<file path="config.mk">
export PLATFORM = sky130hd
export DESIGN_NAME = att_ctrl
export DESIGN_NICKNAME = d
export VERILOG_FILES = /design/src/rtl/att_pkg.sv /design/src/rtl/att_ctrl.sv
export SDC_FILE = /design/constraint.sdc
export NUM_CORES = 1
export LEC_CHECK = 0
export BUFFER_PORTS_ARGS = -buffer_cell sky130_fd_sc_hd__buf_2
export CAP_MARGIN = 20
export CORE_ASPECT_RATIO = 0.7
export CORE_MARGIN = 2
export CORE_UTILIZATION = 30
export DETAILED_ROUTE_END_ITERATION = 10
export PLACE_DENSITY = 0.57
export SLEW_MARGIN = 5
export SYNTH_ARGS = -nofsm -noshare
export SYNTH_HDL_FRONTEND = slang
export SYNTH_SLANG_ARGS = --single-unit
</file>
<file path="constraint.sdc">
create_clock -name clk_i -period 3.06 [get_ports clk_i]
set_clock_uncertainty 0.05 [all_clocks]
set_input_delay 0.153 -clock clk_i [delete_from_list [all_inputs] [get_ports clk_i]]
set_output_delay 0.153 -clock clk_i [all_outputs]
set_load 0.005 [all_outputs]
</file>
<file path="src/rtl/att_pkg.sv">
// Shared types and constants for the allocation tracking table.
// Used by the controller, the datapath and the top level; no dependencies.
package att_pkg;

  localparam int unsigned KEY_W  = 64;
  localparam int unsigned SIZE_W = 32;
  localparam int unsigned FILE_W = 32;
  localparam int unsigned LINE_W = 24;
  localparam int unsigned HW_W   = 7;

  typedef enum logic [1:0] {
    CMD_START  = 2'd0,
    CMD_ADD    = 2'd1,
    CMD_REMOVE = 2'd2,
    CMD_STOP   = 2'd3
  } cmd_e;

  typedef enum logic [1:0] {
    ST_OK       = 2'd0,
    ST_NULL_KEY = 2'd1,
    ST_FULL     = 2'd2,
    ST_MISSING  = 2'd3
  } status_e;

  typedef enum logic [2:0] {
    S_IDLE,
    S_ADD_SCAN,
    S_REM_SCAN,
    S_REM_AFTER,
    S_DRN_FIND,
    S_DRN_LOAD,
    S_DRN_END,
    S_FIN
  } state_e;

  typedef struct packed {
    logic [KEY_W-1:0]  key;
    logic [SIZE_W-1:0] size;
    logic [FILE_W-1:0] file;
    logic [LINE_W-1:0] line;
  } ent_t;

  // Commands from the controller to the datapath.
  typedef struct packed {
    logic    cap_en;
    logic    clr_all;
    logic    arm_strict;
    logic    disarm_strict;
    logic    clr_idx;
    logic    inc_idx;
    logic    rd_en;
    logic    wr_en;
    logic    lim_add;
    logic    hit_take;
    logic    lim_set_hit;
    logic    clr_valid_idx;
    logic    ent_load;
    logic    ent_clr;
    logic    out_load;
    logic    out_entry;
    logic    out_last;
    status_e out_status;
  } ctl_t;

  // Status from the datapath to the controller.
  typedef struct packed {
    logic key_zero;
    logic idx_valid;
    logic idx_end;
    logic idx_full;
    logic hit;
    logic cmp_vld;
    logic ent_full;
    logic out_free;
    logic strict;
  } sts_t;

endpackage

</file>
<file path="src/rtl/att_ctrl.sv">
// Controller state machine of the allocation tracking table.
// Depends on att_pkg; drives commands to att_dpath and reads its status.
module att_ctrl (
  input  logic          clk_i,
  input  logic          rst_ni,
  input  logic          in_valid_i,
  input  att_pkg::cmd_e cmd_i,
  input  att_pkg::sts_t sts_i,
  output att_pkg::ctl_t ctl_o,
  output logic          in_stall_o
);
  import att_pkg::*;

  state_e  state_q, state_d;
  status_e fin_q, fin_d;
  logic    accept;

  assign in_stall_o = (state_q != S_IDLE);
  assign accept     = in_valid_i && (state_q == S_IDLE);

  always_ff @(posedge clk_i or negedge rst_ni) begin
    if (!rst_ni) begin
      state_q <= S_IDLE;
      fin_q   <= ST_OK;
    end else begin
      state_q <= state_d;
      fin_q   <= fin_d;
    end
  end

  // Next state.
  always_comb begin
    state_d = state_q;
    unique case (state_q)
      S_IDLE: begin
        if (accept) begin
          unique case (cmd_i)
            CMD_START:  state_d = S_FIN;
            CMD_ADD:    state_d = sts_i.key_zero ? S_FIN : S_ADD_SCAN;
            CMD_REMOVE: state_d = sts_i.key_zero ? S_FIN : S_REM_SCAN;
            CMD_STOP:   state_d = S_DRN_FIND;
            default:    state_d = S_IDLE;
          endcase
        end
      end
      S_ADD_SCAN: begin
        if (sts_i.idx_full || !sts_i.idx_valid) state_d = S_FIN;
      end
      S_REM_SCAN: begin
        if (sts_i.hit) state_d = S_REM_AFTER;
        else if (sts_i.idx_end && !sts_i.cmp_vld) state_d = S_FIN;
      end
      S_REM_AFTER: begin
        if (sts_i.idx_end || sts_i.idx_valid) state_d = S_FIN;
      end
      S_DRN_FIND: begin
        if (sts_i.idx_end) state_d = S_DRN_END;
        else if (sts_i.idx_valid) state_d = S_DRN_LOAD;
      end
      S_DRN_LOAD: begin
        if (!sts_i.ent_full || sts_i.out_free) state_d = S_DRN_FIND;
      end
      S_DRN_END: begin
        if (sts_i.out_free) state_d = S_IDLE;
      end
      S_FIN: begin
        if (sts_i.out_free) state_d = S_IDLE;
      end
      default: state_d = S_IDLE;
    endcase
  end

  // Command outputs.
  always_comb begin
    ctl_o = '0;
    ctl_o.out_status = ST_OK;
    fin_d = fin_q;
    unique case (state_q)
      S_IDLE: begin
        if (accept) begin
          ctl_o.cap_en = 1'b1;
          ctl_o.clr_idx = 1'b1;
          fin_d = ST_OK;
          unique case (cmd_i) inside
            CMD_START: begin
              ctl_o.clr_all = 1'b1;
              ctl_o.arm_strict = 1'b1;
            end
            CMD_ADD, CMD_REMOVE: begin
              if (sts_i.key_zero) fin_d = ST_NULL_KEY;
            end
            CMD_STOP: begin
              ctl_o.disarm_strict = 1'b1;
              ctl_o.ent_clr = 1'b1;
            end
            default: fin_d = ST_OK;
          endcase
        end
      end
      S_ADD_SCAN: begin
        if (sts_i.idx_full) begin
          fin_d = ST_FULL;
        end else if (!sts_i.idx_valid) begin
          ctl_o.wr_en = 1'b1;
          ctl_o.lim_add = 1'b1;
        end else begin
          ctl_o.inc_idx = 1'b1;
        end
      end
      S_REM_SCAN: begin
        // Reads run one slot ahead of the key compare.
        if (sts_i.hit) begin
          ctl_o.hit_take = 1'b1;
        end else if (!sts_i.idx_end) begin
          ctl_o.rd_en = 1'b1;
          ctl_o.inc_idx = 1'b1;
        end else if (!sts_i.cmp_vld) begin
          fin_d = sts_i.strict ? ST_MISSING : ST_OK;
        end
      end
      S_REM_AFTER: begin
        if (sts_i.idx_end) ctl_o.lim_set_hit = 1'b1;
        else if (!sts_i.idx_valid) ctl_o.inc_idx = 1'b1;
      end
      S_DRN_FIND: begin
        if (!sts_i.idx_end) begin
          if (sts_i.idx_valid) begin
            ctl_o.rd_en = 1'b1;
            ctl_o.clr_valid_idx = 1'b1;
          end else begin
            ctl_o.inc_idx = 1'b1;
          end
        end
      end
      S_DRN_LOAD: begin
        // The held entry goes out once the next live one is known.
        if (!sts_i.ent_full || sts_i.out_free) begin
          ctl_o.out_load = sts_i.ent_full;
          ctl_o.out_entry = 1'b1;
          ctl_o.ent_load = 1'b1;
          ctl_o.inc_idx = 1'b1;
        end
      end
      S_DRN_END: begin
        if (sts_i.out_free) begin
          ctl_o.out_load = 1'b1;
          ctl_o.out_entry = sts_i.ent_full;
          ctl_o.out_last = 1'b1;
          ctl_o.ent_clr = 1'b1;
        end
      end
      S_FIN: begin
        if (sts_i.out_free) begin
          ctl_o.out_load = 1'b1;
          ctl_o.out_last = 1'b1;
          ctl_o.out_status = fin_q;
        end
      end
      default: fin_d = fin_q;
    endcase
  end

endmodule

</file>
Word level (Yosys, flattened, before mapping)
Index checks and enable logic that the tools add are counted.

Register bits: 5. Output and inout bits: 20.

Eq/ne operators: 21. Muxes and demuxes: 56. Reductions and logical operators: 16.

Operator list (number): two-way mux 3 bit (12); two-way mux 2 bit (15); one-hot mux 3 bit (7 select lines) (1); two-way mux 1 bit (17); inequality test 2 bit (second input constant) (8); == test 3 bit (second input constant) (4); one-hot mux 3 bit (4 select lines) (1); two-way mux 5 bit (2); one-hot mux 1 bit (2 select lines) (4); AND reduction 7 bit (1); == test 3 x 2 -> 1 bit (second input constant) (2); inequality test 3 bit (second input constant) (2); one-hot mux 2 bit (3 select lines) (1); AND reduction 6 bit (1); nonzero test 3 bit (2); one-hot mux 1 bit (5 select lines) (1); == test 2 bit (second input constant) (2); two-way mux 4 bit (1); OR reduction 2 bit (2); == test 3 x 1 -> 1 bit (second input constant) (1); zero test 1 bit (3); zero test 3 bit (1); logical OR 1 bit (3); one-hot mux 1 bit (3 select lines) (1); other kinds (4) (5).

Depth between registers and ports, before layout
Depth in word-level cells: 5. Mapped depth: 7. Depth with buffers taken out: 7.

Worst setup path before layout
No wires, ideal clock.

Kind: reg2reg. From: register state_q[2]. To: register state_q[2]. Library setup time: 0.087 ns. Data arrival time: 1.623 ns. Required time: 2.923 ns. Setup slack: 1.300 ns. Cell stages (with the launch flop): 6. Cell sequence: dfrtp_1 ha_1 a31oi_1 nor2_1 or4_4 a211oi_2.

Longest elaborated chain between the ends: 4. Elaborated cells between the ends (all ways): 19.

Ends and longest elaborated chain: start: declaration (line att_ctrl.sv:14) `state_e state_q, state_d;`; start signal: assignment (line att_ctrl.sv:26) `state_q <= state_d;`; == test 3 bit / zero test 3 bit (equally long branches) (line att_ctrl.sv:34, att_ctrl.sv:19); OR reduction 2 bit (no source line) / logical AND 1 bit (equally long branches); inequality test 2 x 1 -> 1 bit (no source line) / inequality test 2 bit (equally long branches); AND reduction 7 bit (no source line).

Parallel ways exist; a longest one is shown, timed or not. A chain may end at the register's enable or synchronous reset.

Worst setup path in the final report
Same ends and word-level chain as after synthesis.

==> flow_summary_export.csv <==
group,metric,value,unit
clocking,ctsResizeCount,0,
timing,slew_headroom,47.9,%
routing,vias,933,
routing,viasPerCell,5.33,
cells_and_area,utilization,40.4,%
die,initial_core_util,31.9,%
placed_design,hpwl,1.68,mm
critical_path,r2r_end,"state_q[2]",
global_routing,grt_util_all_layers,14.4,%
timing,tns,0,ns
clocking,cts_sinks,5,
timing,max_freq,445,MHz
critical_path,critical_path_class,"register to register",
cells_and_area,layout.nets,162,
synthesis,synthFlopType,"dfrtp_1",
die,io_pins,34,
synthesis,yosysSeqAreaShare,15.8,%
clocking,cts_root_buf,"clkbuf_8",
routing,drtIter0Drc,86,
synthesis,syn_avg_cell_area,7.05,µm²
cells_and_area,num-fill-cells,274,
global_routing,grt_max_degree,26,
clocking,clkLatencyLatePin,0.22,ns
cells_and_area,syn2layout_area_growth,26.8,%
global_routing,grt_pass1_vias,739,
critical_path,critPathMaxFanout,25,
clocking,clock_path_buffers,2,
synthesis,synth.area.top_cells,"dfrtp_1 (16%), ha_1 (9.5%), nor2_1 (7.1%), nor3_1 (5.7%), and3_1 (4.8%)",
timing,setup_viol,0,
routing,drc,0,
die,die_width,65.3,µm
pwr,power_density,792,nW/µm²
flow_run,maxCapViolCount,0,
global_routing,overflow,0,
placed_design,placed_area,946,µm²
synthesis,syn-num-nets,132,
synthesis,synthArstFlopShare,100,%
clocking,cts.clk_slew.worst_paths,0.03,ns
clocking,cts_tree,"done",
pwr,power.leakage,0.000497,µW
synthesis,synth.distinct_cells,38,
timing,period_share,73.4,%
timing,tightestPinTransition,0.782,ns
critical_path,critPathSlowestCell,"dfrtp_1",
synthesis,synth_largest_area_cell,"dfrtp_1",
cells_and_area,antennaDiodeCount,0,
routing,dr.pass1.iters,4,
die,core,2480,µm²
timing,final-hold-violation-count,0,
timing,timing.final.crit_period,2.25,ns
cells_and_area,final_area,1000,µm²
critical_path,end_kind,"register",
timing,maxSlewViolCount,0,
critical_path,worstPathCellList,"ha_1 > a31oi_1 > nor2_1 > or4_4 > a211oi_2",
routing,wire_per_inst,12.5,µm
synthesis,yosysMostFrequentCell,"nor2_1",
die,die_h,46.9,µm
cells_and_area,drive_gt1_share,31.2,%
timing,worst_hold_slack,0.234,ns
critical_path,startpoint_type,"register",
die,rows,15,
synthesis,synth-seq-cells,5,
die,fp.dieArea,3060,µm²
global_routing,antenna_found_initial,0,
synthesis,synth_warnings,0,
synthesis,yosysTopAreaCellShare,15.8,%
synthesis,synth_edf_count,0,
pwr,max-vdd-ir-drop,0.442,mV
placed_design,port_buffers,33,
placed_design,place_congestion,0.824,
synthesis,syn_area,790,µm²
routing,final_antenna_net_count,0,
critical_path,cp_data_required_time,3.14,ns
critical_path,rrSetupSlack,0.81,ns
clocking,cts_setup_buffers,0,
critical_path,worstPathArrival,2.33,ns
synthesis,synth_common_cells,"nor2_1 (15), nor3_1 (9)",
global_routing,grt_pass1_wl,3.41,mm
critical_path,r2r-start,"state_q[2]",
routing,totalWireLength,2.20,mm
clocking,htree_levels,1,
min_path,hp-class,"input port to async pin",
timing,rsz0062_at_grt,"false",
critical_path,slowest_delay,0.66,ns
critical_path,reg2regPathDepth,5,
synthesis,synthCells,112,
clocking,cts_buffers,3,
run_status,outcome,"finished, final reports clean",
## flip-flops by register name (all words and copies together), names as in the netlist
register and count:
fin_q 2, state_q 3
## cell families (layout without fill, tap and decap cells)
| group | after synthesis | after routing | synth area share (%) |
|---|---|---|---|
| simple gates | 55 | 55 | 37.9 |
| compound gates | 28 | 28 | 24.1 |
| buf+inv | 16 | 45 | 9.83 |
| fa+ha+maj | 6 | 6 | 9.51 |
| flops | 5 | 5 | 15.8 |
| mux | 2 | 2 | 2.85 |
## worst max path at each step
| stage | from | end | slack [ns] | cells after the start |
|---|---|---|---|---|
| final | state_q[2] | state_q[2] | 0.81 | 5 |
| after global routing | state_q[2] | state_q[2] | 0.67 | 4 |
| after CTS | state_q[2] | state_q[2] | 0.84 | 5 |
| after detailed placement | state_q[2] | state_q[2] | 0.86 | 5 |
| after global placement | state_q[2] | state_q[2] | 0.87 | 5 |
| after floorplan | state_q[2] | state_q[2] | 1.30 | 5 |
## layout by cell type (no fill, tap or decap), types with 2 or more instances in the layout
cell type	n
a211oi_1	2
a21oi_1	5
o21ai_1	2
nor2b_1	3
nand2_1	6
a22oi_1	2
nor4_1	3
a31oi_1	5
nand3_1	4
nor3_1	9
clkbuf_8	3
nor2_1	15
and3_1	6
inv_1	6
ha_1	6
dfrtp_1	5
o21ai_0	4
buf_2	33
mux2_1	2
## per-stage QoR
step           instances  total power (µW)  setup slack (ns)
4_1_cts              175               794             0.839
3_3_place_gp         170               670             0.870
5_1_grt              175               868             0.669
3_5_place_dp         170               666             0.855
6_report             175               793             0.813
2_1_floorplan        112               543              1.30
## per-layer routing
layer,GRT usage [%],share of wire (%)
met2,21.8,44
met5,0,0
met3,3.84,7.9
met1,21.7,48
met4,0,0
## repair_timing
item / 4_1_cts / 5_1_grt
hold buffers: 1 / 0
endpoints found under the hold margin: 5 / 0
endpoints found under the setup margin: 0 / 0
## power breakdown
group / total (µW) / switching, µW / internal (µW)
combinational: 464 / 254 / 210
sequential: 210 / 114 / 95.7
clock: 119 / 29.8 / 89.2
total: 793 / 398 / 395
## area by class of cell
class / instances / area (µm²) / area share (%)
Clock buffer: 4 / 45.0 / 4.50
Inverter: 7 / 26.3 / 2.63
Multi-Input combinational cell: 91 / 587 / 58.6
Sequential cell: 5 / 125 / 12.5
Tap cell: 34 / 42.5 / 4.25
Timing Repair Buffer: 34 / 175 / 17.5
## worst max-delay path, delay by kind of cell, from the launching register on
kind                     cells  cell delay [ns]
adder cells (fa/ha/maj)      1             0.44
AO/OA/AOI/OAI                2             0.39
flip-flops                   1             0.66
AND/OR/NAND/NOR              2             0.62
Note: power is estimated with default switching activity, not from simulation.
